### src/rtl/drp_pkg.sv
`default_nettype none

package drp_pkg;

    localparam int PIXEL_W  = 12;
    localparam int DEPTH_W  = 16;
    localparam int RAY_W    = 16;
    localparam int POINT_W  = 18;
    localparam int DIM_W    = 13;
    localparam int STRIDE_W = 4;
    localparam int RADIUS_W = 14;
    localparam int CFG_W    = 14;
    localparam int CFG_IDX_W = 2;

    localparam int S_TDATA_W = 72;
    localparam int M_TDATA_W = 80;

    localparam int PROD_W  = RAY_W + DEPTH_W + 1;
    localparam int XSQ_W   = 2 * POINT_W - 1;
    localparam int DSQ_W   = 2 * DEPTH_W;
    localparam int RSQ_W   = 2 * RADIUS_W;
    localparam int LEN2_W  = XSQ_W + 2;

    typedef enum logic [CFG_IDX_W-1:0] {
        CFG_IMAGE_WIDTH  = 2'd0,
        CFG_IMAGE_HEIGHT = 2'd1,
        CFG_PIXEL_STRIDE = 2'd2,
        CFG_RADIUS_MM    = 2'd3
    } cfg_index_t;

    typedef struct packed {
        logic adv1;
        logic adv2;
        logic adv3;
        logic adv4;
    } adv_t;

endpackage

`default_nettype wire

### src/rtl/drp_length.sv
`default_nettype none

module drp_length (
    input  wire logic                                aclk,
    input  wire drp_pkg::adv_t                       adv,
    input  wire logic signed [drp_pkg::POINT_W-1:0]  point_x,
    input  wire logic signed [drp_pkg::POINT_W-1:0]  point_y,
    input  wire logic [drp_pkg::DEPTH_W-1:0]         depth,
    input  wire logic [drp_pkg::RADIUS_W-1:0]        radius,
    output logic                                     in_range
);

    logic signed [2*drp_pkg::POINT_W-1:0] xsq, ysq;
    logic [drp_pkg::DSQ_W-1:0]  dsq;
    logic [drp_pkg::RSQ_W-1:0]  rsq;
    logic [drp_pkg::XSQ_W-1:0]  xx_reg, yy_reg;
    logic [drp_pkg::DSQ_W-1:0]  dd_reg;
    logic [drp_pkg::RSQ_W-1:0]  rr_reg;
    logic [drp_pkg::LEN2_W-1:0] len2;

    always_comb begin
        xsq  = point_x * point_x;
        ysq  = point_y * point_y;
        dsq  = depth * depth;
        rsq  = radius * radius;
        len2 = {2'b0, xx_reg} + {2'b0, yy_reg}
             + {{(drp_pkg::LEN2_W - drp_pkg::DSQ_W){1'b0}}, dd_reg};
        in_range = (len2 != '0)
                && (len2 < {{(drp_pkg::LEN2_W - drp_pkg::RSQ_W){1'b0}}, rr_reg});
    end

    always_ff @(posedge aclk) begin
        if (adv.adv3) begin
            xx_reg <= xsq[drp_pkg::XSQ_W-1:0];
            yy_reg <= ysq[drp_pkg::XSQ_W-1:0];
            dd_reg <= dsq;
            rr_reg <= rsq;
        end
    end

endmodule

`default_nettype wire

### config.mk
export PLATFORM = sky130hd
export DESIGN_NAME = drp_length
export DESIGN_NICKNAME = d
export VERILOG_FILES = /design/src/rtl/drp_pkg.sv /design/src/rtl/drp_length.sv
export SDC_FILE = /design/constraint.sdc
export NUM_CORES = 2
export LEC_CHECK = 0
export ABC_AREA = 1
export BUFFER_PORTS_ARGS = -buffer_cell sky130_fd_sc_hd__buf_2
export CORE_UTILIZATION = 51
export CTS_CLUSTER_SIZE = 8
export DETAILED_ROUTE_END_ITERATION = 10
export PLACE_DENSITY_LB_ADDON = 0.12
export SYNTH_ARGS = -nofsm -noshare
export SYNTH_HDL_FRONTEND = slang
export SYNTH_SLANG_ARGS = --single-unit
### constraint.sdc
create_clock -name aclk -period 11.4 [get_ports aclk]
set_clock_uncertainty 0.1 [all_clocks]
set_input_delay 1.71 -clock aclk [delete_from_list [all_inputs] [get_ports aclk]]
set_output_delay 1.71 -clock aclk [all_outputs]
set_load 0.02 [all_outputs]
# After elaboration in Yosys (flattened, before gate mapping)
# Index checks and enable logic that the tools add are counted.
[totals] reg_bits=130 inputBits=71 elab_cells=13
[classes] n_addsub=2 multipliers=4 magnitude_cmp=1 reduce_logical=2
[op_table] cell="18-bit by 18-bit multiplier with 35-bit output" n=2
[op_table] cell="36-bit by 32-bit adder with 37-bit output" n=1
[op_table] cell="37-bit by 28-bit less-than comparator with 1-bit output" n=1
[op_table] cell="37-bit nonzero test" n=1
[op_table] cell="35-bit by 35-bit adder with 36-bit output" n=1
[op_table] cell="16-bit by 16-bit multiplier with 32-bit output" n=1
[op_table] cell="14-bit by 14-bit multiplier with 28-bit output" n=1
[op_table] cell="1-bit logical AND" n=1

# Depth between registers and ports, before layout
[depth] ltp_word=4 depth_mapped=29 mapped_depth_nobuf=29

# Worst setup path before layout
# Ideal clock, no wire load.
[synth_timing] kind="input to register" from="input port point_x[7] (netlist bit)" to="register xx_reg[34] (netlist bit), data pin" t_arrival_ps=6938 setup_slack_ps=4100 path_stages=21 n_path_buf=2 path_cell_list="clkbuf_1 -> buf_1 -> nand2_1 -> fa_1 -> inv_1 -> fa_1 -> inv_1 -> fa_1 -> inv_1 -> fa_1 -> inv_1 -> fa_1 -> inv_1 -> fa_1 -> ha_1 -> inv_1 -> nor3_1 -> nand2_1 -> nor4_1 -> a21oi_1 -> xor2_1"
[synth_between] elab_chain_len=1
[synth_rtl] element="from (decl)" line="drp_length.sv:6" rtl="input wire logic signed [drp_pkg::POINT_W-1:0] point_x,"
[synth_rtl] element="18-bit by 18-bit multiplier with 35-bit output" line="drp_length.sv:22" rtl="xsq = point_x * point_x;"
[synth_rtl] element="named net xsq, one bit" line="drp_length.sv:13" rtl="logic signed [2*drp_pkg::POINT_W-1:0] xsq, ysq;"
[synth_rtl] element="to (signal assigned)" line="drp_length.sv:34" rtl="xx_reg <= xsq[drp_pkg::XSQ_W-1:0];"
[synth_rtl] element="to (decl)" line="drp_length.sv:16" rtl="logic [drp_pkg::XSQ_W-1:0] xx_reg, yy_reg;"
# The timed path passes the listed nets, and every way through them passes these cells.
# A chain may end at the register's enable or synchronous reset.

# Final worst setup path
[layout_timing] from="input port point_y[17] (netlist bit)" to="register yy_reg[32] (netlist bit), data pin"
[layout_between] elab_chain_len=1
[layout_rtl] element="from (decl)" line="drp_length.sv:7" rtl="input wire logic signed [drp_pkg::POINT_W-1:0] point_y,"
[layout_rtl] element="18-bit by 18-bit multiplier with 35-bit output" line="drp_length.sv:23" rtl="ysq = point_y * point_y;"
[layout_rtl] element="named net ysq, one bit" line="drp_length.sv:13"
[layout_rtl] element="to (signal assigned)" line="drp_length.sv:35" rtl="yy_reg <= ysq[drp_pkg::XSQ_W-1:0];"
[layout_rtl] element="to (decl)" line="drp_length.sv:16"
# The timed path passes the listed nets, and every way through them passes these cells.

==> metrics.yaml <==
routed_wl_microns: 92240
regArea_sq_um: 3784
relSlewSlack_pct: 39.63
dpl.hpwl_microns: 79810
clk_pin_slew_ns: 0.06
synth_cells: 5102
drt-initial-drc-count: 1320
grt-ovfl-total: 0
rows: 105
syn_area_sq_um: 42760
finalSetupTns_ns: 0
ys_warn_count: 0
num_vias: 30024
firstDrtPassIters: 5
antenna_found_initial: 0
end_kind: "flop"
start_util_pct: 51.83
cp.required_ns: 11.50
synth_edf_count: 126
ios: 72
die-area_sq_um: 85010
drive_gt1_share_pct: 2.518
chipHeight_microns: 291.6
min_period_ns: 7.643
rsz0062_at_grt: "no"
fill_cells: 7981
cts.path.max_buffers: 2
grt_max_degree: 67
yosys.area.top_type_share_pct: 41.94
cts_root_buffer: "clkbuf_16"
cts_resized: 0
cp-start-kind: "input port"
status: "finished clean"
die_x_microns: 291.6
hold_violations: 0
nNetsFinal: 6482
drc: 0
routed_via_density: 4.880
synth_cell_types: 47
cts_buffers: 17
htree_levels: 4
whs_path_depth: 1
grt_pass1_vias: 31900
cts_tree: "done"
path_class: "in -> reg"
setup_viol: 0
crit_fanout: 23
wire_per_inst_microns: 14.99
yosysTopAreaCell: "fa_1"
critical_path_arrival_ns: 7.74
cts_setup_buffers: 0
postCtsHoldBufs: 0
ant_nets: 0
cap_violations: 0
post-route-period-util_pct: 67.05
drv_slew: 0
syn_to_final_growth_pct: 4.087
synthTopCellsByArea: "fa_1, inv_1, ha_1"
multi_input_area_sq_um: 32300
grt_use_total_pct: 23.23
core_sq_um: 82500
gp_congestion: 0.9273
cts_num_sinks: 126
avgSynthCellArea_sq_um: 8.382
async_flop_share_pct: 0
port_buffers: 68
worst_slew_pin_slew_ns: 0.9056
fmaxAchievable_mhz: 130.8
ys_dominant_reg_cell: "edfxtp_1"
synth-seq-area-share_pct: 8.848
grt_pass1_wl_microns: 158700
holdCritPathClass: "in -> reg"
synth-seq-cells: 126
num_antenna_cells: 0
worst max-delay path, stage by stage:
cell and delay (ns):
buf_2 0.40, nand2_1 0.22, inv_1 0.13, fa_1 0.44, inv_1 0.23, fa_1 0.46, inv_1 0.09, ha_1 0.44
inv_1 0.29, fa_1 0.56, inv_1 0.05, fa_1 0.52, inv_1 0.05, fa_1 0.48, inv_1 0.04, ha_1 0.34
a21oi_1 0.24, o21ai_0 0.13, a21oi_1 0.14, nand3_1 0.20, a21o_1 0.27, nand3_1 0.08, nand2_1 0.06, xor2_1 0.14
kinds of logic after synthesis:
| group | Yosys count | synth area share, % |
|---|---|---|
| buffers and inverters | 1780 | 15.62 |
| AND/OR/NAND/NOR | 1357 | 12.59 |
| adder cells (fa/ha/maj) | 1341 | 54.96 |
| AO/OA/AOI/OAI | 320 | 4.345 |
| XOR/XNOR | 175 | 3.584 |
| flip-flops | 126 | 8.848 |
| other | 2 | 0.01756 |
| multiplexers | 1 | 0.02633 |
cells in the mapped netlist (2+ instances only):
library cell and n:
a211oi_1 4, a21boi_0 4, a21boi_2 2, a21o_1 30, a21oi_1 163, a31o_2 3
a31oi_1 8, and2_1 8, buf_1 18, clkbuf_1 103, conb_1 2, edfxtp_1 126
fa_1 896, ha_1 445, inv_1 1659, nand2_1 1008, nand2_2 6, nand3_1 87
nand3b_1 3, nand4_1 17, nor2_1 180, nor2_2 5, nor3_1 28, nor4_1 3
o2111ai_1 3, o211ai_1 4, o21a_1 4, o21ai_0 62, o21ai_1 3, o21ai_2 3
o21bai_1 15, o221ai_1 2, o31ai_1 3, or2_2 9, xnor2_1 69, xor2_1 106
area by class of cell:
class / count / share of cell area [%]
multi-input combinational: 3197 / 72.57
inverter: 1659 / 13.99
sequential: 126 / 8.500
tap: 1070 / 3.008
clock buffer: 19 / 0.9726
timing repair buffer: 69 / 0.7870
clock inverter: 13 / 0.1715
cells in the final DEF (no fill, tap or decap), types with 62 or more instances in the layout:
master    netlist  layout
nor2_1        180     180
inv_1        1659    1659
buf_2           0      67
nand2_1      1008    1008
nand3_1        87      87
edfxtp_1      126     126
xnor2_1        69      69
ha_1          445     445
o21ai_0        62      62
a21oi_1       163     163
fa_1          896     896
xor2_1        106     106
layer usage:
metal | track usage, % | part of all wire (%) | wire length [microns] | vias up
met4 | 3.646 | 1.2 | 1152 | 0
met2 | 40.76 | 50 | 46260 | 411
met1 | 31.82 | 46 | 41970 | 14893
met3 | 2.078 | 3.1 | 2858 | 71
li1 | - | - | - | 14649
met5 | 0 | 0 | 0 | -
final timing paths:
kind | slack [ns] | startpoint | to
setup / recovery | 3.76 | point_y[17] | yy_reg[32]
hold / removal | 1.60 | radius[0] | rr_reg[0]
through the flow:
stage	setup WS [ns]	instance area (sq um)	cells	hold WS, ns	util (%)
2_1_floorplan	4.100	42770	5103	1.709	-
3_3_place_gp	3.334	44000	6121	2.061	53.33
3_5_place_dp	3.274	44000	6121	2.050	53.33
4_1_cts	3.732	44510	6153	1.589	53.95
5_1_grt	3.365	44510	6153	1.592	53.95
6_report	3.757	44510	6153	1.597	53.95
Power is not shown: default switching activity piles up to over one toggle a cycle in this logic, so the estimate is an artifact.
