### config.mk
export PLATFORM = sky130hd
export DESIGN_NAME = drp_project
export DESIGN_NICKNAME = d
export VERILOG_FILES = /design/src/rtl/drp_pkg.sv /design/src/rtl/drp_project.sv
export SDC_FILE = /design/constraint.sdc
export NUM_CORES = 1
export LEC_CHECK = 0
export ABC_AREA = 1
export BUFFER_PORTS_ARGS = -buffer_cell sky130_fd_sc_hd__buf_2
export CAP_MARGIN = 20
export CORE_ASPECT_RATIO = 1.2
export CORE_MARGIN = 1
export CORE_UTILIZATION = 66
export DETAILED_ROUTE_END_ITERATION = 8
export HOLD_SLACK_MARGIN = 0.15
export PLACE_DENSITY = 0.92
export RECOVER_POWER = 100
export SLEW_MARGIN = 20
export SYNTH_ARGS = -nofsm -noshare
export SYNTH_HDL_FRONTEND = slang
export SYNTH_SLANG_ARGS = --single-unit
### constraint.sdc
create_clock -name aclk -period 8.13 [get_ports aclk]
set_input_delay 2.439 -clock aclk [delete_from_list [all_inputs] [get_ports aclk]]
set_output_delay 2.439 -clock aclk [all_outputs]
set_load 0.02 [all_outputs]
### src/rtl/drp_pkg.sv
`default_nettype none

package drp_pkg;

    localparam int PIXEL_W  = 12;
    localparam int DEPTH_W  = 16;
    localparam int RAY_W    = 16;
    localparam int POINT_W  = 18;
    localparam int DIM_W    = 13;
    localparam int STRIDE_W = 4;
    localparam int RADIUS_W = 14;
    localparam int CFG_W    = 14;
    localparam int CFG_IDX_W = 2;

    localparam int S_TDATA_W = 72;
    localparam int M_TDATA_W = 80;

    localparam int PROD_W  = RAY_W + DEPTH_W + 1;
    localparam int XSQ_W   = 2 * POINT_W - 1;
    localparam int DSQ_W   = 2 * DEPTH_W;
    localparam int RSQ_W   = 2 * RADIUS_W;
    localparam int LEN2_W  = XSQ_W + 2;

    typedef enum logic [CFG_IDX_W-1:0] {
        CFG_IMAGE_WIDTH  = 2'd0,
        CFG_IMAGE_HEIGHT = 2'd1,
        CFG_PIXEL_STRIDE = 2'd2,
        CFG_RADIUS_MM    = 2'd3
    } cfg_index_t;

    typedef struct packed {
        logic adv1;
        logic adv2;
        logic adv3;
        logic adv4;
    } adv_t;

endpackage

`default_nettype wire

### src/rtl/drp_project.sv
`default_nettype none

module drp_project #(
    parameter int RAY_FRAC_BITS = 14
) (
    input  wire logic                                aclk,
    input  wire drp_pkg::adv_t                       adv,
    input  wire logic signed [drp_pkg::RAY_W-1:0]    ray_x,
    input  wire logic signed [drp_pkg::RAY_W-1:0]    ray_y,
    input  wire logic [drp_pkg::DEPTH_W-1:0]         depth,
    output logic signed [drp_pkg::POINT_W-1:0]       point_x,
    output logic signed [drp_pkg::POINT_W-1:0]       point_y
);

    localparam logic signed [drp_pkg::PROD_W-1:0] SAT_MAX =
        drp_pkg::PROD_W'((1 << (drp_pkg::POINT_W - 1)) - 1);
    localparam logic signed [drp_pkg::PROD_W-1:0] SAT_MIN = -SAT_MAX - 1;

    logic signed [drp_pkg::PROD_W-1:0] prodx_reg, prody_reg;
    logic signed [drp_pkg::PROD_W-1:0] prodx_next, prody_next;
    logic signed [drp_pkg::PROD_W-1:0] shx, shy;
    logic signed [drp_pkg::POINT_W-1:0] ptx_reg, pty_reg, ptx_next, pty_next;
    logic signed [drp_pkg::DEPTH_W:0] depth_s;

    function automatic logic signed [drp_pkg::POINT_W-1:0] saturate(
        input logic signed [drp_pkg::PROD_W-1:0] v
    );
        logic signed [drp_pkg::PROD_W-1:0] c;
        c = v;
        if (v > SAT_MAX) begin
            c = SAT_MAX;
        end else if (v < SAT_MIN) begin
            c = SAT_MIN;
        end
        return c[drp_pkg::POINT_W-1:0];
    endfunction

    always_comb begin
        depth_s    = $signed({1'b0, depth});
        prodx_next = ray_x * depth_s;
        prody_next = ray_y * depth_s;
        shx        = prodx_reg >>> RAY_FRAC_BITS;
        shy        = prody_reg >>> RAY_FRAC_BITS;
        ptx_next   = saturate(shx);
        pty_next   = saturate(shy);
    end

    always_ff @(posedge aclk) begin
        if (adv.adv1) begin
            prodx_reg <= prodx_next;
            prody_reg <= prody_next;
        end
        if (adv.adv2) begin
            ptx_reg <= ptx_next;
            pty_reg <= pty_next;
        end
    end

    assign point_x = ptx_reg;
    assign point_y = pty_reg;

endmodule

`default_nettype wire

# After elaboration in Yosys (flattened, before gate mapping)
# Index checks and enable logic that the tools add are counted.
[totals]
out_inout_bits = 36
ff_bits = 102
[op_classes]
multipliers = 2
mux = 2
n_lt_le_gt_ge = 4
[ops]
columns = ["op", "n"]
rows = [
  ["multiplier 16 x 17 -> 33 bit", 2],
  ["> comparator 19 x 18 -> 1 bit (second input constant)", 2],
  ["less-than comparator 19 x 18 -> 1 bit (second input constant)", 2],
  ["two-way mux 18 bit", 2],
]

# Logic depth before layout (Yosys ltp)
# Gate-level depths: netlist of the first run.
[logic_depth]
word_depth = 2
depth_mapped = 25

# Worst setup path after synthesis of the first run
# OpenSTA, ideal clock, no wires.
[synth_path]
kind = "input port to flip-flop"
from = "in ray_y[7] (netlist bit)"
to = "reg prody_reg[27] (netlist bit) (data pin)"
arrival_time_ns = 7.276
path_slack_ns = 0.601
setup_ns = 0.252
path_stages = 23
path_cell_list = "clkbuf_1 > clkbuf_1 > nand2_1 > fa_1 > inv_1 > fa_1 > inv_1 > fa_1 > inv_1 > fa_1 > fa_1 > inv_1 > fa_1 > inv_1 > ha_1 > a21oi_1 > o21ai_0 > a21oi_1 > nor2_1 > nor2_1 > nand2_1 > nand2_1 > nand2_1"
[synth_between]
elab_chain_cells = 1
[synth_lines]
columns = ["element", "line", "text"]
rows = [
  ["start: declaration", "drp_project.sv:9", "input wire logic signed [drp_pkg::RAY_W-1:0] ray_y,"],
  ["multiplier 16 x 17 -> 33 bit", "drp_project.sv:41", "prody_next = ray_y * depth_s;"],
  ["via prody_next, one bit", "drp_project.sv:20", "logic signed [drp_pkg::PROD_W-1:0] prodx_next, prody_next;"],
  ["end signal: assignment", "drp_project.sv:51", "prody_reg <= prody_next;"],
  ["end: declaration", "drp_project.sv:19", "logic signed [drp_pkg::PROD_W-1:0] prodx_reg, prody_reg;"],
]
# The timed path passes the listed nets, and every way through them passes these cells.
# A chain may end at the register's enable or synchronous reset.

# Final worst setup path of the first run
[layout_path]
from = "in depth[11] (netlist bit)"
to = "reg prody_reg[16] (netlist bit) (data pin)"
[layout_between]
elab_chain_cells = 1
[layout_lines]
columns = ["element", "line", "text"]
rows = [
  ["start: declaration", "drp_project.sv:10", "input wire logic [drp_pkg::DEPTH_W-1:0] depth,"],
  ["multiplier 16 x 17 -> 33 bit", "drp_project.sv:41", ""],
  ["via prody_next, one bit", "drp_project.sv:20", ""],
]
# The timed path passes the listed nets, and every way through them passes these cells.

==> summary.txt, run 1 <==
Outcome
  • Status: finished, violations left
  • Failing checks: design-rule violations, max-capacitance violations, max-slew violations

Hold path
  • Min-Delay Path Depth: 0
  • Worst Hold Launch: prodx_reg[32]
  • Hold endpoint: point_x[17]
  • Hold crit path type: reg -> reg

Clock network
  • Root buf cell: clkbuf_16
  • Sink Count: 74
  • Clock slew at reported path FFs: 0.06 ns
  • CTS tree: done
  • Hold_buf cts: 0
  • Resize count post-CTS: 0
  • Setup Fix Bufs, Post-CTS: 0
  • CTS Buf Count: 9
  • H-tree depth: 3
  • Max clock buf depth: 2
  • Clock latency at the later pin of the worst-skew pair: 0.34 ns

GRT
  • Global-route wire length before repair: 87800 um
  • Number of global-route vias before repair: 19500
  • Remaining global-route overflow: 0
  • Initial antenna violation count: 0
  • All-Layer GR Usage: 34.7%
  • Largest net degree at the start of global routing: 39

Floorplanning
  • Die extent in y: 197 um
  • Core footprint: 31400 um2
  • Die Wd: 165 um
  • Die area: 32500 um2
  • I/O pin total: 89
  • FP Rows: 71
  • Initial core utilization: 66.9%

Route
  • Total Wirelength: 51800 um
  • Number of DRC markers in iteration 0: 1121
  • Number of remaining DRC errors: 8
  • Final ANT Viol Nets: 0
  • Vias: 17400
  • Pre-Repair DR Iteration Count: 7
  • Routed length per placed instance: 16.5 um
  • Via density: 5.52

Logic synthesis
  • Yosys reg bits: 74
  • Sequential cell area fraction in the yosys report: 10.6%
  • Synth Net Count: 3398
  • Cell taking the most area after synthesis: fa_1
  • Cell variety after synth: 28
  • Number of synthesis warnings: 0
  • Post-Syn Area per Cell: 7.71 um2
  • Cell Area, Synth: 21000 um2
  • Synth top area share: 36.8%
  • Syn Inst Count: 2721
  • Synth area leaders: fa_1 (37%), ha_1 (14%), nand2_1 (14%)

Cells and area
  • Fillcell total: 2327
  • Commonest non-fill, non-tap cell in the layout: nand2_1
  • Layout cells sized above 1: 3.93%
  • Multi-input combinational cell area: 15400 um2
  • Synth-to-layout area growth: 5.12%
  • Most frequent cells in the layout: nand2_1 (775), inv_1 (770), fa_1 (386)
  • Reg area: 2220 um2
  • Final #Nets: 3417

Place
  • Dpl hpwl: 44200 um
  • I/O Buffers: 86
  • Final Wtd Congestion: 1.00

Worst setup path
  • Arr. time, crit path: 7.94 ns
  • Worst reg-to-reg setup slack: 6.61 ns
  • Worst setup SP type: input port
  • Worst reg-to-reg path cell count: 3
  • Crit end category: register
  • Maximum fanout along the worst path: 26
  • Reg2reg end: point_x[4]
  • Critical path type: in -> reg
  • CP required: 8.30 ns
  • Worst r2r src: prodx_reg[32]

STA
  • Setup TNS: 0 ns
  • Fin. Hold Viols: 0
  • RSZ-0062 raised after global routing: no
  • Slew margin rel.: -49.9%
  • Fin crit share: 95.6%
  • Slew Viols, Final: 76
  • Tmin final: 7.77 ns
  • Least-Margin Pin Slew: 2.25 ns
  • Clock Skew: 0.00719 ns
  • Peak Freq: 129 MHz
  • Final setup violation count: 0

Run
  • Max Cap Viol: 2
## worst max-delay path by stage
stage               endpoint  cells past startpoint      start
2_1_floorplan  prody_reg[27]                     23   ray_y[7]
3_5_place_dp   prody_reg[29]                     20  depth[11]
4_1_cts        prody_reg[28]                     20  depth[11]
5_1_grt        prody_reg[28]                     20  depth[11]
6_report       prody_reg[16]                     20  depth[11]
3_3_place_gp   prody_reg[28]                     23   depth[5]
## Yosys cell counts
cell	number
o21a_1	1
nor3_1	12
o21ai_2	2
xor2_1	12
edfxtp_1	74
a21o_1	8
or2_2	2
nor2_1	109
o21bai_1	4
nand2_2	5
nand2_1	773
o21ai_0	73
buf_1	4
nand4_1	1
a31oi_1	3
nand3_1	48
nand3_2	1
nor2_4	2
nand3b_1	3
a21oi_1	71
ha_1	238
nor4_1	3
clkbuf_1	111
xnor2_1	2
fa_1	386
inv_1	770
buf_4	1
o211ai_1	2
## worst max-delay path, cell delays in order
cell,delay [ns]
clkbuf_2,0.55
nand2_1,0.17
fa_1,0.52
fa_1,0.53
fa_1,0.52
inv_1,0.06
fa_1,0.48
fa_1,0.52
inv_1,0.05
fa_1,0.49
inv_1,0.05
ha_1,0.34
nand2_1,0.10
nor2_1,0.14
inv_1,0.11
nor3_1,0.15
nand2_1,0.08
nand2_1,0.21
xor2_1,0.18
clkbuf_1,0.23
## kinds of logic after synthesis
family,count (synthesis),synth area share (%)
simple gates,959,17.8
compound gates,164,4.14
fa+ha+maj,624,51.0
buf+inv,886,15.9
flops,74,10.6
xor+xnor,14,0.584
## through the flow
| step | instances | setup slack (ns) | util, % | cell area, um2 | hold WS [ns] |
|---|---|---|---|---|---|
| after floorplan | 2721 | 0.601 | - | 21000 | 0.500 |
| after global placement | 3130 | 0.250 | 69.5 | 21800 | 0.435 |
| after detailed placement | 3130 | 0.160 | 69.5 | 21800 | 0.438 |
| after CTS | 3146 | 0.507 | 70.5 | 22100 | 0.452 |
| after global routing | 3146 | 0.0742 | 70.3 | 22100 | 0.466 |
| final | 3147 | 0.359 | 70.3 | 22100 | 0.452 |
## metal layers
metal	global-route usage, %	routed length (um)	vias up
li1	-	-	7895
met1	34.7	16900	8325
met2	64.9	27900	806
met3	5.00	3090	342
met4	24.2	3880	0
met5	0	0	-
## final cells by class
type / instances / share of cell area (%)
Tap cell: 401 / 2.27
Sequential cell: 74 / 10.1
Inverter: 770 / 13.1
Clock buffer: 10 / 1.04
Timing Repair Buffer: 124 / 3.15
Clock inverter: 6 / 0.408
Multi-Input combinational cell: 1761 / 69.9
Antenna cell: 1 / 0.0113
Power of run 1 is not shown: default switching activity piles up to over one toggle a cycle in this logic, so the estimate is an artifact.
==> run 2, diff against run 1 <==
--- a/config.mk
+++ b/config.mk
@@ -6,14 +6,14 @@
 export NUM_CORES = 1
 export LEC_CHECK = 0
 export ABC_AREA = 1
-export BUFFER_PORTS_ARGS = -buffer_cell sky130_fd_sc_hd__buf_2
 export CAP_MARGIN = 20
 export CORE_ASPECT_RATIO = 1.2
 export CORE_MARGIN = 1
-export CORE_UTILIZATION = 66
+export CORE_UTILIZATION = 68
 export DETAILED_ROUTE_END_ITERATION = 8
+export DONT_BUFFER_PORTS = 1
 export HOLD_SLACK_MARGIN = 0.15
-export PLACE_DENSITY = 0.92
+export PLACE_DENSITY = 0.91
 export RECOVER_POWER = 100
 export SLEW_MARGIN = 20
 export SYNTH_ARGS = -nofsm -noshare
==> summary.txt, run 2 (synthesis gave the netlist of run 1 again) <==
STA
  • Tmin final: 7.33 ns (-0.442 ns)
  • RSZ-0062 raised after global routing: no
  • Fin. Hold Viols: 0 (unchanged)
  • Setup TNS: 0 ns (unchanged)
  • Slew margin rel.: 63.5% (+110 points)
  • Peak Freq: 136 MHz (+6.0%)
  • Least-Margin Pin Slew: 0.546 ns (-1.70 ns)
  • Clock Skew: 0.00834 ns (+0.00115 ns)
  • Fin crit share: 90.1% (-5.4 points)
  • Final setup violation count: 0 (unchanged)
  • Slew Viols, Final: 0 (-100%)

Floorplanning
  • FP Rows: 70 (-1.4%)
  • I/O pin total: 89 (unchanged)
  • Initial core utilization: 69.0% (+2.1 points)
  • Die extent in y: 194 um (-1.5%)
  • Die area: 31600 um2 (-2.9%)
  • Die Wd: 162 um (-1.5%)
  • Core footprint: 30400 um2 (-3.1%)

Worst setup path
  • Critical path type: in -> reg
  • Worst reg-to-reg setup slack: 6.58 ns (-0.03 ns)
  • Worst reg-to-reg path cell count: 3 (unchanged)
  • Arr. time, crit path: 7.43 ns (-0.51 ns)
  • Maximum fanout along the worst path: 11 (-58%)
  • Worst r2r src: prody_reg[32]
  • Crit end category: register
  • Reg2reg end: point_y[15]
  • Worst setup SP type: input port
  • CP required: 8.23 ns (-0.07 ns)

GRT
  • Initial antenna violation count: 0 (unchanged)
  • Remaining global-route overflow: 0 (unchanged)
  • M3 GR Usage: 4.72% (-0.28 points)
  • Largest net degree at the start of global routing: 39 (unchanged)
  • Number of global-route vias before repair: 19000 (-2.7%)
  • All-Layer GR Usage: 34.1% (-0.55 points)
  • GR Util met1: 35.0% (+0.31 points)
  • Global-route wire length before repair: 85200 um (-2.9%)
  • Top Usage Layer GRT: met2
  • Met2 track demand over resource: 64.4% (-0.51 points)

Route
  • Total Wirelength: 50300 um (-2.9%)
  • Routed length per placed instance: 16.7 um (+1.3%)
  • Number of DRC markers in iteration 0: 1118 (-0.27%)
  • Vias: 16800 (-3.4%)
  • Via density: 5.56 (+0.77%)
  • Number of remaining DRC errors: 0 (-8)
  • Pre-Repair DR Iteration Count: 6 (-1)
  • Final ANT Viol Nets: 0 (unchanged)

Cells and area
  • Commonest non-fill, non-tap cell in the layout: nand2_1
  • Final #Nets: 3293 (-3.6%)
  • Synth-to-layout area growth: 1.77%
  • Multi-input combinational cell area: 15400 um2 (about the same)
  • Most frequent cells in the layout: nand2_1 (774), inv_1 (770), fa_1 (386)
  • Fillcell total: 2190 (-5.9%)
  • Antenna diodes: 0 (-1)
  • Layout cells sized above 1: 0.992% (-2.9 points)
  • Reg area: 2220 um2 (unchanged)
  • Post-route cell area: 21400 um2 (-3.2%)

Place
  • I/O Buffers: 0 (-100%)
  • Area after DPL: 21000 um2 (-3.5%)
  • Dpl hpwl: 41300 um (-6.6%)
  • Final Wtd Congestion: 0.933 (-6.8%)

Clock network
  • Clock slew at reported path FFs: 0.07 ns (about the same)
  • Resize count post-CTS: 0 (unchanged)
  • Sink Count: 74 (unchanged)
  • Root buf cell: clkbuf_16
  • Hold_buf cts: 0 (unchanged)
  • Setup Fix Bufs, Post-CTS: 0 (unchanged)
  • CTS tree: done
  • Clock latency at the later pin of the worst-skew pair: 0.35 ns (about the same)
  • H-tree depth: 3 (unchanged)
  • CTS Buf Count: 9 (unchanged)
  • Max clock buf depth: 2 (unchanged)

Hold path
  • Worst Hold Launch: prody_reg[32]
  • Hold crit path type: reg -> reg
  • Min-Delay Path Depth: 0 (unchanged)
  • Hold endpoint: point_y[17]

Outcome
  • Status: complete, no violations

Run
  • Max Cap Viol: 0 (-2)
run 2: cell count changes in the layout (fill, tap and decap cells not counted), moves of 3 or more:
cell and delta:
buf_4 -32, buf_12 -3, clkbuf_1 -42, buf_2 -47
run 2: per-stage QoR:
stage	std cells	hold slack [ns]	worst slack, ns	utilization, %
final	3017	0.463	0.802	70.3
after CTS	3017	0.462	0.825	70.3
after global placement	3001	0.436	0.589	69.2
after detailed placement	3001	0.444	0.468	69.2
after floorplan	2721	0.500	0.601	-
after global routing	3017	0.482	0.535	70.3
run 2: cell type report:
class / instances / share of cell area [%]
clock buffers: 9 / 1.05
clock inverters: 7 / 0.434
inverters: 770 / 13.5
multi-input cells: 1761 / 72.3
flip-flops and latches: 74 / 10.4
well taps: 396 / 2.32
run 2: worst max-delay path by stage:
stage	from	endpoint	slack [ns]	cells past startpoint
finish	ray_x[15]	prodx_reg[31]	0.80	19
global placement	ray_x[15]	prodx_reg[30]	0.59	18
global route	ray_x[15]	prodx_reg[31]	0.53	19
detailed placement	ray_x[15]	prodx_reg[30]	0.47	18
CTS	ray_x[15]	prodx_reg[30]	0.83	18
floorplan	ray_y[7]	prody_reg[27]	0.60	23
run 2: worst max-delay path: stages:
cell     delay, ns
inv_1         0.21
or2_2         0.38
fa_1          0.48
fa_1          0.41
inv_1         0.09
fa_1          0.44
fa_1          0.47
fa_1          0.49
inv_1         0.05
fa_1          0.48
inv_1         0.04
ha_1          0.36
nand2_1       0.13
o21ai_0       0.39
a21oi_1       0.19
nor2_1        0.16
nor2_1        0.07
nand3_1       0.08
nand2_1       0.05
run 2: routing by layer:
layer  wire (um)  vias up
met2       27200      780
met5           0        -
met3        3030      283
li1            -     7661
met4        3310        0
met1       16800     8055
Power of run 2 is left out for the same reason.
