<file path="src/rtl/drp_pkg.sv">
`default_nettype none

package drp_pkg;

    localparam int PIXEL_W  = 12;
    localparam int DEPTH_W  = 16;
    localparam int RAY_W    = 16;
    localparam int POINT_W  = 18;
    localparam int DIM_W    = 13;
    localparam int STRIDE_W = 4;
    localparam int RADIUS_W = 14;
    localparam int CFG_W    = 14;
    localparam int CFG_IDX_W = 2;

    localparam int S_TDATA_W = 72;
    localparam int M_TDATA_W = 80;

    localparam int PROD_W  = RAY_W + DEPTH_W + 1;
    localparam int XSQ_W   = 2 * POINT_W - 1;
    localparam int DSQ_W   = 2 * DEPTH_W;
    localparam int RSQ_W   = 2 * RADIUS_W;
    localparam int LEN2_W  = XSQ_W + 2;

    typedef enum logic [CFG_IDX_W-1:0] {
        CFG_IMAGE_WIDTH  = 2'd0,
        CFG_IMAGE_HEIGHT = 2'd1,
        CFG_PIXEL_STRIDE = 2'd2,
        CFG_RADIUS_MM    = 2'd3
    } cfg_index_t;

    typedef struct packed {
        logic adv1;
        logic adv2;
        logic adv3;
        logic adv4;
    } adv_t;

endpackage

`default_nettype wire

</file>
<file path="src/rtl/drp_grid_check.sv">
`default_nettype none

module drp_grid_check (
    input  wire logic                            aclk,
    input  wire drp_pkg::adv_t                   adv,
    input  wire logic [drp_pkg::STRIDE_W-1:0]    stride,
    input  wire logic [drp_pkg::PIXEL_W-1:0]     px_in,
    input  wire logic [drp_pkg::PIXEL_W-1:0]     py_in,
    input  wire logic [drp_pkg::PIXEL_W-1:0]     px1,
    input  wire logic [drp_pkg::PIXEL_W-1:0]     py1,
    output logic                                 grid_ok
);

    localparam int HALF_W = drp_pkg::PIXEL_W / 2;

    logic [drp_pkg::STRIDE_W-1:0] remx1_reg, remy1_reg, remx2_reg, remy2_reg;
    logic [drp_pkg::STRIDE_W-1:0] remx1_next, remy1_next, remx2_next, remy2_next;

    function automatic logic [drp_pkg::STRIDE_W-1:0] rem_steps(
        input logic [drp_pkg::STRIDE_W-1:0] r_in,
        input logic [HALF_W-1:0]            bits,
        input logic [drp_pkg::STRIDE_W-1:0] s
    );
        logic [drp_pkg::STRIDE_W-1:0] r;
        logic [drp_pkg::STRIDE_W:0]   t;
        r = r_in;
        for (int i = HALF_W - 1; i >= 0; i--) begin
            t = {r, bits[i]};
            if (t >= {1'b0, s}) begin
                t = t - {1'b0, s};
            end
            r = t[drp_pkg::STRIDE_W-1:0];
        end
        return r;
    endfunction

    always_comb begin
        remx1_next = rem_steps('0, px_in[drp_pkg::PIXEL_W-1:HALF_W], stride);
        remy1_next = rem_steps('0, py_in[drp_pkg::PIXEL_W-1:HALF_W], stride);
        remx2_next = rem_steps(remx1_reg, px1[HALF_W-1:0], stride);
        remy2_next = rem_steps(remy1_reg, py1[HALF_W-1:0], stride);
    end

    always_ff @(posedge aclk) begin
        if (adv.adv1) begin
            remx1_reg <= remx1_next;
            remy1_reg <= remy1_next;
        end
        if (adv.adv2) begin
            remx2_reg <= remx2_next;
            remy2_reg <= remy2_next;
        end
    end

    assign grid_ok = (remx2_reg == '0) && (remy2_reg == '0);

endmodule

`default_nettype wire

</file>
<file path="config.mk">
export PLATFORM = sky130hd
export DESIGN_NAME = drp_grid_check
export DESIGN_NICKNAME = d
export VERILOG_FILES = /design/src/rtl/drp_pkg.sv /design/src/rtl/drp_grid_check.sv
export SDC_FILE = /design/constraint.sdc
export NUM_CORES = 1
export LEC_CHECK = 0
export BUFFER_PORTS_ARGS = -buffer_cell sky130_fd_sc_hd__buf_2
export CAP_MARGIN = 20
export CORE_MARGIN = 4
export CORE_UTILIZATION = 50
export DETAILED_ROUTE_END_ITERATION = 10
export PLACE_DENSITY = 0.67
export SLEW_MARGIN = 20
export SYNTH_ARGS = -nofsm -noshare
export SYNTH_HDL_FRONTEND = slang
export SYNTH_SLANG_ARGS = --single-unit
export TNS_END_PERCENT = 20
</file>
<file path="constraint.sdc">
create_clock -name aclk -period 13.7 [get_ports aclk]
set_clock_uncertainty 0.15 [all_clocks]
set_input_delay 1.37 -clock aclk [delete_from_list [all_inputs] [get_ports aclk]]
set_output_delay 1.37 -clock aclk [all_outputs]
set_load 0.01 [all_outputs]
</file>
### Yosys cells after proc, flatten, opt, wreduce, memory -nomap -nowiden

Index checks and enable logic that the tools add are counted.

| word-level totals | value |
|---|---|
| bits in read-only memories | 0 |
| output and inout port bits | 1 |
| bits in latches | 0 |
| memories kept | 0 |
| bits in writable memories | 0 |
| flip-flop bits (word level) | 16 |
| logic and storage cells | 79 |

| operators by class | value |
|---|---|
| shift operators | 0 |
| $add $sub $neg | 24 |
| muxes and demuxes | 24 |
| magnitude comparators | 24 |
| div/mod/pow operators | 0 |
| multiply operators | 0 |
| equal/unequal tests | 0 |
| bitwise operators | 0 |
| reductions and logical operators | 3 |

Operators by type and width:

| kind | number |
|---|---|
| $ge 5x4->1 | 22 |
| $mux 4 | 24 |
| $sub 4x4->4 | 22 |
| $ge 1x4->1 | 2 |
| $logic_not 4->1 | 2 |
| $sub 1x4->4 | 2 |
| $logic_and 1x1->1 | 1 |

### Longest topological paths before layout

Gate-level depths: netlist of the first run.

| depth | value |
|---|---|
| depth after elaboration | 12 |
| depth in mapped cells | 50 |
| depth with buffers taken out | 49 |

### Worst setup path after synthesis of the first run

Ideal clock, no wire load.

| timing | value |
|---|---|
| path type | input to register |
| start | input stride[1] (netlist bit) |
| end | register remy2_reg[1] (netlist bit), data pin |
| path buffers | 1 |
| library setup time | 0.260 ns |
| data arrival time | 10.780 ns |
| data required time | 13.290 ns |
| stages | 49 |
| slack | 2.510 ns |
| path through | inv_1 -> ha_1 -> nand2b_1 -> a21o_1 -> and3_1 -> buf_2 -> nor2_1 -> a21oi_1 -> inv_1 -> ha_1 -> a211o_1 -> o211ai_1 -> nand3_1 -> o21ai_0 -> inv_1 -> ha_1 -> nand2_1 -> o21ai_0 -> (+13 left out) -> a21oi_1 -> inv_1 -> ha_1 -> nor2b_1 -> o21ai_0 -> nand2b_1 -> a31o_2 -> a21oi_1 -> o31a_1 -> and2_1 -> mux2i_1 -> ha_1 -> o21ai_0 -> nand2b_1 -> a21o_1 -> a21o_1 -> a211oi_4 -> mux2_2 |

| on the way | value |
|---|---|
| word-level cells in the longest chain between the ends | 12 |
| elaborated cells between the ends (all ways) | 18 |
| those cells by class | add/sub (6); order compare (6); mux (6) |

RTL lines:

| what | RTL line | RTL |
|---|---|---|
| start, declared | drp_grid_check.sv:6 | `input wire logic [drp_pkg::STRIDE_W-1:0] stride,` |
| $sub 4x4->4 / $ge 5x4->1 (equally long branches) | drp_grid_check.sv:30, drp_grid_check.sv:29 |  |
| $mux 4 | drp_grid_check.sv:29 | `if (t >= {1'b0, s}) begin` |
| $sub 4x4->4 / $ge 5x4->1 (equally long branches) | drp_grid_check.sv:30, drp_grid_check.sv:29 |  |
| $mux 4 | drp_grid_check.sv:29 |  |
| $sub 4x4->4 / $ge 5x4->1 (equally long branches) | drp_grid_check.sv:30, drp_grid_check.sv:29 |  |
| $mux 4 | drp_grid_check.sv:29 |  |
| $ge 5x4->1 / $sub 4x4->4 (equally long branches) | drp_grid_check.sv:29, drp_grid_check.sv:30 |  |
| $mux 4 | drp_grid_check.sv:29 |  |
| $ge 5x4->1 / $sub 4x4->4 (equally long branches) | drp_grid_check.sv:29, drp_grid_check.sv:30 |  |
| $mux 4 | drp_grid_check.sv:29 |  |
| $sub 4x4->4 / $ge 5x4->1 (equally long branches) | drp_grid_check.sv:30, drp_grid_check.sv:29 |  |
| $mux 4 (*) | drp_grid_check.sv:29 |  |
| named net remy2_next (one bit) | drp_grid_check.sv:17 | `logic [drp_pkg::STRIDE_W-1:0] remx1_next, remy1_next, remx2_next, remy2_next;` |
| end signal, assigned | drp_grid_check.sv:51 | `remy2_reg <= remy2_next;` |
| end, declared | drp_grid_check.sv:16 | `logic [drp_pkg::STRIDE_W-1:0] remx1_reg, remy1_reg, remx2_reg, remy2_reg;` |

Mark *: on every way through the listed nets, which the timed path passes. The rest lies on a longest branch.
A chain may end at the register's enable or synchronous reset.

### Worst setup path after layout of the first run

| timing | value |
|---|---|
| start | input stride[1] (netlist bit) |
| end | register remy2_reg[2] (netlist bit), data pin |

| on the way | value |
|---|---|
| word-level cells in the longest chain between the ends | 12 |
| elaborated cells between the ends (all ways) | 18 |
| those cells by class | add/sub (6); order compare (6); mux (6) |

RTL lines:

| what | RTL line |
|---|---|
| $sub 4x4->4 / $ge 5x4->1 (equally long branches) | drp_grid_check.sv:30, drp_grid_check.sv:29 |
| $mux 4 | drp_grid_check.sv:29 |
| $sub 4x4->4 / $ge 5x4->1 (equally long branches) | drp_grid_check.sv:30, drp_grid_check.sv:29 |
| $mux 4 | drp_grid_check.sv:29 |
| $sub 4x4->4 / $ge 5x4->1 (equally long branches) | drp_grid_check.sv:30, drp_grid_check.sv:29 |
| $mux 4 | drp_grid_check.sv:29 |
| $ge 5x4->1 / $sub 4x4->4 (equally long branches) | drp_grid_check.sv:29, drp_grid_check.sv:30 |
| $mux 4 | drp_grid_check.sv:29 |
| $sub 4x4->4 / $ge 5x4->1 (equally long branches) | drp_grid_check.sv:30, drp_grid_check.sv:29 |
| $mux 4 | drp_grid_check.sv:29 |
| $sub 4x4->4 / $ge 5x4->1 (equally long branches) | drp_grid_check.sv:30, drp_grid_check.sv:29 |
| $mux 4 (*) | drp_grid_check.sv:29 |
| named net remy2_next (one bit) | drp_grid_check.sv:17 |

Marks and branches as above.

==> results of run 1 <==
==> kinds of logic (layout without fill, tap and decap cells) <==
| group | after synthesis | count (layout) | share of synthesized area [%] |
|---|---|---|---|
| AOI/OAI and AO/OA | 141 | 141 | 21.6 |
| xor gates and xnor gates | 35 | 35 | 6.22 |
| adders and majority gates | 116 | 116 | 32.8 |
| buffers and inverters | 69 | 105 | 5.36 |
| DFF | 16 | 16 | 9.75 |
| muxes | 56 | 56 | 13.0 |
| and+or+nand+nor | 105 | 105 | 11.3 |
==> routing by layer <==
layer	global-route usage (%)	vias up	part of all wire, %
li1	-	2044	-
met1	23.7	1898	47
met2	33.1	38	50
met3	0.600	9	1.5
met4	3.84	0	0.99
met5	0	-	0
==> cell type report <==
type	count	area (um^2)	share of cell area (%)
multi-input cells	453	4190	78.9
flip-flops and latches	16	480	9.06
inverters	67	251	4.74
repair buffers	35	185	3.49
well taps	129	161	3.04
clock buffers	3	41.3	0.778
==> synth_stat cells (2+ instances only) <==
| cell type | instances |
|---|---|
| a211o_1 | 2 |
| a211oi_1 | 3 |
| a21boi_0 | 3 |
| a21o_1 | 23 |
| a21oi_1 | 33 |
| a31o_2 | 5 |
| a31oi_1 | 5 |
| a41o_1 | 2 |
| a41oi_1 | 5 |
| and2_1 | 4 |
| and3_1 | 2 |
| edfxtp_1 | 16 |
| fa_1 | 22 |
| ha_1 | 94 |
| inv_1 | 67 |
| mux2_2 | 29 |
| mux2_4 | 6 |
| mux2i_1 | 20 |
| nand2_1 | 23 |
| nand2b_1 | 12 |
| nand3_1 | 6 |
| nand3b_1 | 6 |
| nand4_1 | 5 |
| nor2_1 | 24 |
| nor2b_1 | 8 |
| nor3_1 | 2 |
| o211a_1 | 2 |
| o211ai_1 | 2 |
| o21a_1 | 3 |
| o21ai_0 | 24 |
| o21ai_1 | 2 |
| o21ai_2 | 2 |
| o221ai_2 | 2 |
| o311ai_2 | 2 |
| o31a_1 | 3 |
| or2_2 | 2 |
| or4_1 | 2 |
| xnor2_1 | 13 |
| xor2_1 | 22 |
==> worst paths after layout <==
kind                 from           end  cells past startpoint
min reg2reg  remy1_reg[1]  remy2_reg[3]                      7
min                adv[2]  remx2_reg[0]                      1
max             stride[1]  remy2_reg[2]                     49
max reg2reg  remx1_reg[1]  remx2_reg[1]                     42
==> per-stage QoR <==
| stage | cell area, um^2 | utilization, % |
|---|---|---|
| 2_1_floorplan | 4930 | - |
| 3_3_place_gp | 5260 | 55.9 |
| 3_5_place_dp | 5260 | 55.9 |
| 4_1_cts | 5310 | 56.3 |
| 5_1_grt | 5310 | 56.3 |
| 6_report | 5310 | 56.3 |
==> metrics.txt, run 1 <==
outcome finished clean; Yosys reg bits 16; Crit path max-delay family compound AO/OA/AOI/OAI gates; antenna viol nets, final 0; first-pass GRT wire length 17.6 mm; Post-Syn Nets 711; final WL 9.97 mm; Yosys top cell area share 23.9%; EDFF count, synth 16; worst hold path type in -> reg; Max Clk Rate 0.0832 GHz; root buf cell clkbuf_8; Core Footprint 9420 um^2; n_diodes 0; number of DRC markers in iteration 0 128; chip width 107 um; IO buf count 31; Final Slew Violations 0; cell taking the most area after synthesis ha_1; number of global-route vias before repair 4042; Reg clk slew, reported paths 0.05 ns; Gate Count Post-Synth 538; crit path max fanout 37; Post-route DRC 0; grt total ovfl 0; postcts setup bufs 0; largest net degree at the start of global routing 38; syn avg cell area 9.16 um^2; GRT Util Overall 18.1%; CP bufs+invs 6; CTS Hold Bufs 0; Slowest cell on crit path buf_4; Inst Count DP 700; startpoint types input pin; Post-Place Worst Slack 1.44 ns; H-tree depth 1; cts repair resizes 0; NumNets Final 749; Setup TNS 0 ns; routed wire length per instance 14.2 um; Max Cap Viol 0; Max Root-Sink Buffers 2; worst stage delay on the critical path 0.54 ns; Tmin final 12.01 ns; critical path endpoint category register; die height 107 um; Synth area leaders ha_1 (24%), edfxtp_1 (9.7%), fa_1 (8.9%); Post-Layout Cell Count 703; Min Hold Slack 1.31 ns; Fillers 859; DP HPWL 8.06 mm; Syn-to-layout area delta 7.61%; Final Cycle Share 87.7%; most common cell after layout, fill and taps aside ha_1; Yosys warnings 0; most frequent cells in the layout ha_1 (94), inv_1 (66), a21oi_1 (33); cts bufs inserted 3; initial antenna violation count 0; via count 3989; worst skew pair latency 0.24 ns; CP dominant cell by count a21oi_1; first-pass detailed-route iteration total 4; Final Hold Viols 0; Synth async-reset ratio 0%; critical path class in -> reg; RSZ-0062 raised after global routing no; CTS tree built; Synth Cell Area 4930 um^2; Die ar. 11500 um^2; initial core utilization 52.4%; Worst Max-Slew Pin Slew 0.843 ns; ys flop type edfxtp_1; Setup violations, final 0; drt via density 5.67; clock sinks 16; crit path DAT 11.86 ns; layout cells sized above 1 17.2%; r2r setup slk 2.97 ns; Slew HR 43.6%; final worst slack 1.69 ns; std cell rows 35; gp weighted congestion 0.880; register area share after synthesis 9.75%; Synth cell types 69; Top Ports 58; WP data required 13.54 ns
Power of run 1 is not shown: default switching activity piles up to over one toggle a cycle in this logic, so the estimate is an artifact.
==> run 2, diff against run 1 <==
- PLACE_DENSITY: 0.67 -> 0.7
==> run 2 against run 1 <==
Compared with the run above:
- cell area did not move
- utilization did not move
- final cell count did not move
- die area did not move
- global-route usage rose by 0.74 points
- largest cell class unchanged
- highest routed layer unchanged
==> metrics.txt, run 2 (synthesized netlist as in run 1, its figures left out) <==
n_diodes 0 (unchanged); Post-route DRC 0 (unchanged); Core Footprint 9420 um^2 (unchanged); cell depth of the worst flop-to-flop path 42 (unchanged); cts repair resizes 0 (unchanged); initial core utilization 52.4% (unchanged); Worst Max-Slew Pin Slew 0.844 ns (+0.00116 ns); worst stage delay on the critical path 0.63 ns (+0.09 ns); CTS tree built; routed wire length per instance 14.4 um (+1.3%); startpoint types input pin; root buf cell clkbuf_8; DP HPWL 8.18 mm (+1.6%); Fillers 851 (-0.93%); r2r setup slk 3.01 ns (+0.04 ns); Final Slew Violations 0 (unchanged); chip width 107 um (unchanged); clock sinks 16 (unchanged); most common cell after layout, fill and taps aside ha_1; outcome finished clean; critical path class in -> reg; RR Endpoint remx2_reg[3]; Max Root-Sink Buffers 2 (unchanged); Reg clk slew, reported paths 0.06 ns (about the same); final WL 10.1 mm (+1.3%); Syn-to-layout area delta 7.61% (unchanged); Critical path origin stride[1]; Final Cycle Share 88.8% (+1.1 points); gp weighted congestion 0.834 (-5.2%); Max Clk Rate 0.0822 GHz (-1.3%); final worst slack 1.53 ns (-0.156 ns); Tmin final 12.17 ns (+0.156 ns); cts bufs inserted 3 (unchanged); first-pass detailed-route iteration total 4 (unchanged); worst skew pair latency 0.25 ns (about the same); antenna viol nets, final 0 (unchanged); grt total ovfl 0 (unchanged); area of the multi-input gates 4190 um^2 (unchanged); Min Hold Slack 1.31 ns (+0.00797 ns); die height 107 um (unchanged); crit path DAT 12.02 ns (+0.16 ns); worst hold path type in -> reg; initial antenna violation count 0 (unchanged); Setup violations, final 0 (unchanged); drt via density 5.68 (about the same); H-tree depth 1 (unchanged); Top Ports 58 (unchanged); Critical Path Sink remx2_reg[3]; IO buf count 31 (unchanged); Max Cap Viol 0 (unchanged); Slew HR 43.5% (-0.077 points); most frequent cells in the layout ha_1 (94), inv_1 (66), a21oi_1 (33); CP dominant cell by count ha_1; number of DRC markers in iteration 0 119 (-7.0%); CTS Hold Bufs 0 (unchanged); Slowest cell on crit path a31oi_1; critical path endpoint category register; postcts setup bufs 0 (unchanged); first-pass GRT wire length 18.3 mm (+3.7%); Final Hold Viols 0 (unchanged); layout cells sized above 1 17.2% (unchanged); register area 480 um^2 (unchanged); WP data required 13.55 ns (about the same); crit path max fanout 16 (-57%); std cell rows 35 (unchanged); RSZ-0062 raised after global routing no; NumNets Final 749 (unchanged); number of global-route vias before repair 4199 (+3.9%); largest net degree at the start of global routing 25 (-34%); reg2reg start remx1_reg[1]; Die ar. 11500 um^2 (unchanged); Post-Place Worst Slack 1.30 ns (-0.142 ns); GRT Util Overall 18.8% (+0.74 points); Setup TNS 0 ns (unchanged); via count 3991 (+0.050%)
run 2: cell type report:
class | count | share of cell area [%]
inverters | 67 | 4.74
repair buffers | 35 | 3.49
well taps | 129 | 3.04
flip-flops and latches | 16 | 9.06
clock buffers | 3 | 0.778
multi-input cells | 453 | 78.9
run 2: stage by stage:
stage	utilization [%]	cell area, um^2	cells
2_1_floorplan	-	4930	538
3_3_place_gp	55.9	5260	700
3_5_place_dp	55.9	5260	700
4_1_cts	56.3	5310	703
5_1_grt	56.3	5310	703
6_report	56.3	5310	703
run 2: worst min-delay path by stage:
stage	from	endpoint	depth (start not counted)
floorplan	remx1_reg[1]	remx2_reg[3]	7
global placement	remy1_reg[1]	remy2_reg[3]	7
detailed placement	remx1_reg[1]	remx2_reg[3]	8
CTS	adv[2]	remx2_reg[1]	1
global route	adv[2]	remx2_reg[0]	1
finish	adv[2]	remx2_reg[3]	1
run 2: critical path, delay by kind of cell:
| kind | cells | cell delay [ns] |
|---|---|---|
| compound gates | 18 | 4.79 |
| fa+ha+maj | 6 | 1.87 |
| mux | 4 | 1.59 |
| simple gates | 9 | 1.26 |
| buf+inv | 6 | 1.14 |
run 2: routing by layer:
layer / global-route usage [%] / share of wire (%) / vias to the layer above
li1: - / - / 2056
met1: 24.0 / 46 / 1885
met2: 35.3 / 51 / 45
met3: 0.660 / 1.8 / 5
met4: 3.74 / 0.81 / 0
met5: 0 / 0 / -
Power of run 2 is left out for the same reason.
